[config.mk]
export PLATFORM = sky130hd
export DESIGN_NAME = nww_ctrl
export DESIGN_NICKNAME = d
export VERILOG_FILES = /design/src/hw/rtl/assert_macros.svh /design/src/hw/rtl/nww_pkg.sv /design/src/hw/rtl/nww_ctrl.sv
export SDC_FILE = /design/constraint.sdc
export NUM_CORES = 1
export LEC_CHECK = 0
export BUFFER_PORTS_ARGS = -buffer_cell sky130_fd_sc_hd__buf_2
export CAP_MARGIN = 20
export CORE_AREA = 2 2 39 41
export CTS_CLUSTER_DIAMETER = 60
export DETAILED_ROUTE_END_ITERATION = 8
export DIE_AREA = 0 0 41 43
export PLACE_DENSITY = 0.36
export REMOVE_ABC_BUFFERS = 1
export SYNTH_ARGS = -nofsm -noshare
export SYNTH_HDL_FRONTEND = slang
export SYNTH_SLANG_ARGS = --single-unit
[constraint.sdc]
create_clock -name clk -period 2.96 [get_ports clk]
set_clock_uncertainty 0.05 [all_clocks]
set_input_delay 0.592 -clock clk [delete_from_list [all_inputs] [get_ports clk]]
set_output_delay 0.592 -clock clk [all_outputs]
set_load 0.05 [all_outputs]
[src/hw/rtl/assert_macros.svh]
// assertion macros used by the top-level rtl file
// no dependencies
`ifndef ASSERT_MACROS_SVH
`define ASSERT_MACROS_SVH

// same-cycle implication, disabled in reset
`define ASSERT_IMPL(label, clk, rst_n, ante, cons, msg) \
    label: assert property (@(posedge clk) disable iff (!rst_n) (ante) |-> (cons)) \
        else $error(msg);

// next-cycle implication, disabled in reset
`define ASSERT_NEXT(label, clk, rst_n, ante, cons, msg) \
    label: assert property (@(posedge clk) disable iff (!rst_n) (ante) |=> (cons)) \
        else $error(msg);

`endif

[src/hw/rtl/nww_pkg.sv]
// constants, types and codes for the nearest waypoint window block
// no dependencies
package nww_pkg;

    localparam int MAX_POINTS = 1024;
    localparam int MAX_WINDOW = 32;
    localparam int ELEM_W     = 16;
    localparam int NUM_ELEM   = 10;

    localparam int IDX_W      = $clog2(MAX_POINTS);
    localparam int CNT_W      = $clog2(MAX_POINTS + 1);
    localparam int WIN_W      = $clog2(MAX_WINDOW + 1);
    localparam int PT_W       = NUM_ELEM * ELEM_W;
    localparam int IN_DATA_W  = ((IDX_W + PT_W + 7) / 8) * 8;
    localparam int OUT_DATA_W = ((IDX_W + PT_W + 7) / 8) * 8;
    localparam int SQ_W       = 2 * (ELEM_W + 1);
    localparam int SUM_W      = SQ_W + 2;

    localparam int PC_W       = 11;
    localparam int WL_W       = 6;
    localparam int APB_ADDR_W = 3;
    localparam int APB_DATA_W = 32;

    localparam logic [PC_W-1:0] PC_RESET = PC_W'(1024);
    localparam logic [WL_W-1:0] WL_RESET = WL_W'(16);

    typedef enum logic [0:0] {
        REG_POINT_COUNT   = 1'b0,
        REG_WINDOW_LENGTH = 1'b1
    } reg_sel_t;

    typedef enum logic [0:0] {
        CMD_LOAD  = 1'b0,
        CMD_QUERY = 1'b1
    } cmd_code_t;

    typedef enum logic [2:0] {
        ST_IDLE,
        ST_SCAN,
        ST_DRAIN,
        ST_START,
        ST_EMIT_RD,
        ST_EMIT_LD
    } state_t;

    typedef struct packed {
        logic mem_write;
        logic latch_query;
        logic scan_issue;
        logic set_start;
        logic emit_rd;
        logic emit_load;
    } nww_cmd_t;

    typedef struct packed {
        logic scan_last;
        logic pipe_busy;
        logic emit_last;
        logic out_free;
    } nww_stat_t;

endpackage

[src/hw/rtl/nww_ctrl.sv]
// controller state machine for the nearest waypoint window block
// depends on nww_pkg
module nww_ctrl
(
    input  logic                clk,
    input  logic                rst_n,
    input  logic                in_valid,
    input  logic                in_query,
    output logic                in_ready,
    input  nww_pkg::nww_stat_t  stat,
    output nww_pkg::nww_cmd_t   cmd
);
    import nww_pkg::*;

    state_t state_reg;
    state_t state_next;

    always_ff @(posedge clk or negedge rst_n)
    begin
        if (!rst_n)
        begin
            state_reg <= ST_IDLE;
        end
        else
        begin
            state_reg <= state_next;
        end
    end

    always_comb
    begin
        state_next = state_reg;
        case (state_reg)
            ST_IDLE:
            begin
                if (in_valid && in_query)
                begin
                    state_next = ST_SCAN;
                end
            end
            ST_SCAN:
            begin
                if (stat.scan_last)
                begin
                    state_next = ST_DRAIN;
                end
            end
            ST_DRAIN:
            begin
                if (!stat.pipe_busy)
                begin
                    state_next = ST_START;
                end
            end
            ST_START:
            begin
                state_next = ST_EMIT_RD;
            end
            ST_EMIT_RD:
            begin
                state_next = ST_EMIT_LD;
            end
            ST_EMIT_LD:
            begin
                if (stat.out_free)
                begin
                    state_next = stat.emit_last ? ST_IDLE : ST_EMIT_RD;
                end
            end
            default:
            begin
                state_next = ST_IDLE;
            end
        endcase
    end

    always_comb
    begin
        in_ready = 1'b0;
        cmd      = '0;
        case (state_reg)
            ST_IDLE:
            begin
                in_ready        = 1'b1;
                cmd.mem_write   = in_valid && !in_query;
                cmd.latch_query = in_valid && in_query;
            end
            ST_SCAN:
            begin
                cmd.scan_issue = 1'b1;
            end
            ST_DRAIN:
            begin
                cmd = '0;
            end
            ST_START:
            begin
                cmd.set_start = 1'b1;
            end
            ST_EMIT_RD:
            begin
                cmd.emit_rd = 1'b1;
            end
            ST_EMIT_LD:
            begin
                cmd.emit_load = stat.out_free;
            end
            default:
            begin
                cmd = '0;
            end
        endcase
    end

endmodule

## Word-level counts from Yosys, hierarchy flattened

Index checks and enable logic that the tools add are counted.

- Output and inout bits: 7
- Input bits: 8
- Word-level logic and storage cells: 27
- Register bits after elaboration: 3

- Mux-type cells: 12
- Reductions and logical operators: 5
- Equality and inequality tests: 9

Operators with widths:

| operator | count |
|---|---|
| one-hot mux 3 bit (6 select lines) | 1 |
| two-way mux 3 bit | 5 |
| != test 2 bit (second input constant) | 4 |
| == test 3 x 2 -> 1 bit (second input constant) | 2 |
| == test 3 bit (second input constant) | 2 |
| two-way mux 1 bit | 5 |
| AND reduction 4 bit | 1 |
| == test 3 x 1 -> 1 bit (second input constant) | 1 |
| zero test 3 bit | 1 |
| logical AND 1 bit | 2 |
| two-way mux 2 bit | 1 |
| zero test 1 bit | 1 |

## Longest topological paths before layout

- Depth after elaboration: 3
- Mapped depth: 4
- Gate-level depth less buffers: 3

## Worst setup path after synthesis

OpenSTA, ideal clock, no wires.

- Path type: reg-to-output
- Start point: register state_reg[0]
- End point: output cmd[5] (netlist name)
- Slack: -0.151 ns
- Data required time: 2.318 ns
- Arrival time: 2.469 ns
- Path buffers: 1
- Cell stages (with the launch flop): 5
- Path through: dfrtp_1 -> buf_2 -> nor3_1 -> nand2_1 -> nor2_1

RTL lines:

| element | line | source |
|---|---|---|
| from (decl) | nww_ctrl.sv:15 | `state_t state_reg;` |
| from (signal assigned) | nww_ctrl.sv:26 | `state_reg <= state_next;` |
| to (decl) | nww_ctrl.sv:11 | `output nww_pkg::nww_cmd_t cmd` |

==> flow_summary.ini <==
[global_routing]
grt_overflow_total = 0
grt_usage_pct = 7.55
antenna_found_initial = 0
busiest_layer = met2
grt_max_degree = 11
grt_pass1_wl_um = 848
grt.met1_usage_pct = 7.79
grt_pass1_vias = 229
gr-usage-met3_pct = 4.71
grt_use_met2_pct = 10.3

[route]
vias_per_cell = 4.11
drtIter0Drc = 3
route.detailed.drc = 0
dr_total_vias = 234
drt_first_pass_iters = 2
wl_um = 504
routedWlPerCell_um = 8.84
ant_nets = 0

[clock_tree]
postCtsSetupBuffers = 0
post_cts_resized = 0
cts_num_sinks = 3
numCtsBuffers = 3
cts_tree = done
postCtsHoldBufs = 0
path_clk_slew_ns = 0.04
root_buffer = clkbuf_4
cts_buffer_depth = 2
cts_max_level = 1
insertion_delay_ns = 0.23

[timing]
fin_crit_sh_pct = 69.7
worst_pin_slew_ns = 0.306
finalHoldViolations = 0
finalMaxSlewViolations = 0
fmax_ghz = 0.485
rsz0062_at_grt = false
min_period_ns = 2.06
setup_violations = 0
slew_headroom_pct = 79.6

[synthesis]
yosysTopAreaCell = dfrtp_1
synth_top_family_by_area = simple AND/OR/NAND/NOR gates
ys_ff_latch = 3
yosys-top-cells-area = dfrtp_1 35%, mux2_4 7.0%, nor3b_1 7.0%
synthArstFlopShare_pct = 100
synth_simple_gate_area_share_pct = 30.4
synth_xor_area_share_pct = 0
synth.area.mux_share_pct = 7.02
synthFlopType = dfrtp_1
synth_top_area_share_pct = 35.1
synth_compound_area_share_pct = 18.1
netlist_area_sq_um = 214
synth-warning-count = 0
synth_area_per_cell_sq_um = 8.56
yosys.cell_types.count = 17
synth-seq-area-share_pct = 35.1
synth_edf_count = 0
synthCells = 25
yosys-top-cells-count = 3 x dfrtp_1, 3 x nand2_1, 3 x nor2_1
synthAdderAreaFrac_pct = 0

[worst_hold_path]
hold_path.class = in -> async

[die]
rows = 14
die_x_um = 41
chipHeight_um = 43
ios = 15
initial_core_util_pct = 15.5
core_sq_um = 1380
dieArea_sq_um = 1760

[placed_design]
dp.cells = 53
io_buffers = 14
gp_congestion = 0.633

[worst_setup_path]
cp_cell_sequence = nor3_1 -> nand2_1 -> nor2_1 -> buf_2
critical_path.max_fanout = 10
slowest_stage = dfrtp_1
path_buf_inv = 1
cp_top_family = simple AND/OR/NAND/NOR gates
critical_path_class = reg -> out
end_kind = output port
r2r_cells = 3
critPathLaunchType = flip-flop
worstPathRequired_ns = 2.32
critPathMaxStageDelay_ns = 0.46
cp.depth = 4
cp_data_arrival_time_ns = 1.42

[final_layout]
fin_nets = 50
largest_register_ff_count = 3
syn2layout_area_growth_pct = 46.8
instances_no_fill = 57
drive_gt1_share_pct = 46.3
insertedDiodeCount = 0
final_core_util_pct = 22.7

[pwr]
swShare_pct = 56.3
internal_power_mw = 0.197
p_sw_mw = 0.254
clkPwrFrac_pct = 15.9
p_leak_nw = 0.165
power_density_nw_per_um2 = 1440
seqPwrFrac_pct = 23.4
pwr-share-comb_pct = 60.6
vdd_ir_drop_max_mv = 0.291

[outcome]
status = completed

[job]
max_cap_viol_count = 0
==> path summary, 6_finish.rpt <==
path                               from      endpoint  slack (ns)
max                        state_reg[0]        cmd[5]        0.90
min                               rst_n  state_reg[0]         0.1
max reg2reg                state_reg[2]  state_reg[0]        1.61
min reg2reg                state_reg[1]  state_reg[1]        0.54
max in group asynchronous         rst_n  state_reg[2]        2.66
min in group clk                stat[2]  state_reg[0]        0.48
==> area by class of cell <==
type | instances | area (sq um)
fill | 169 | 1070
timing repair buffer | 14 | 70.1
multi-input combinational | 19 | 119
inverter | 1 | 3.75
clock buffer | 4 | 26.3
sequential | 3 | 75.1
tap | 16 | 20.0
==> layer usage <==
metal	wire length, um	up-vias
li1	-	122
met1	200	104
met2	256	8
met3	47	0
met4	0	0
met5	0	-
==> power groups by stage <==
| stage | Clock (mW) | Combinational (mW) | Sequential (mW) |
|---|---|---|---|
| floorplan | 0 | 0.225 | 0.0970 |
| global placement | 0 | 0.279 | 0.106 |
| detailed placement | 0 | 0.277 | 0.106 |
| CTS | 0.0771 | 0.278 | 0.106 |
| global route | 0.0845 | 0.295 | 0.112 |
| finish | 0.0719 | 0.274 | 0.106 |
==> layout by cell type, fill, tap and decap left out <==
cell type and instances:
a211o_1 1, a211oi_1 1, a21oi_1 1, a31o_2 1, and3_1 1, buf_2 14, clkbuf_1 1, clkbuf_4 3
dfrtp_1 3, inv_1 1, mux2_4 1, nand2_1 3, nand2b_1 1, nand3_1 2, nor2_1 3, nor3_1 1
nor3b_1 2, o41ai_1 1
==> stage by stage <==
| stage | power, mW | hold WS, ns | instance area [sq um] | TNS, ns | worst slack (ns) |
|---|---|---|---|---|---|
| global route | 0.492 | 0.0762 | 314 | 0 | 0.763 |
| CTS | 0.461 | 0.0854 | 314 | 0 | 0.863 |
| detailed placement | 0.383 | 0.340 | 288 | 0 | 1.12 |
| global placement | 0.384 | 0.339 | 288 | 0 | 1.17 |
| finish | 0.451 | 0.0964 | 314 | 0 | 0.896 |
| floorplan | 0.322 | 0.246 | 198 | -0.118 | -0.118 |
==> kinds of logic after synthesis <==
group,after synthesis
AOI/OAI and AO/OA,5
buffers and inverters,3
DFF,3
muxes,1
and+or+nand+nor,13
Power figures use the tool's default switching activity.
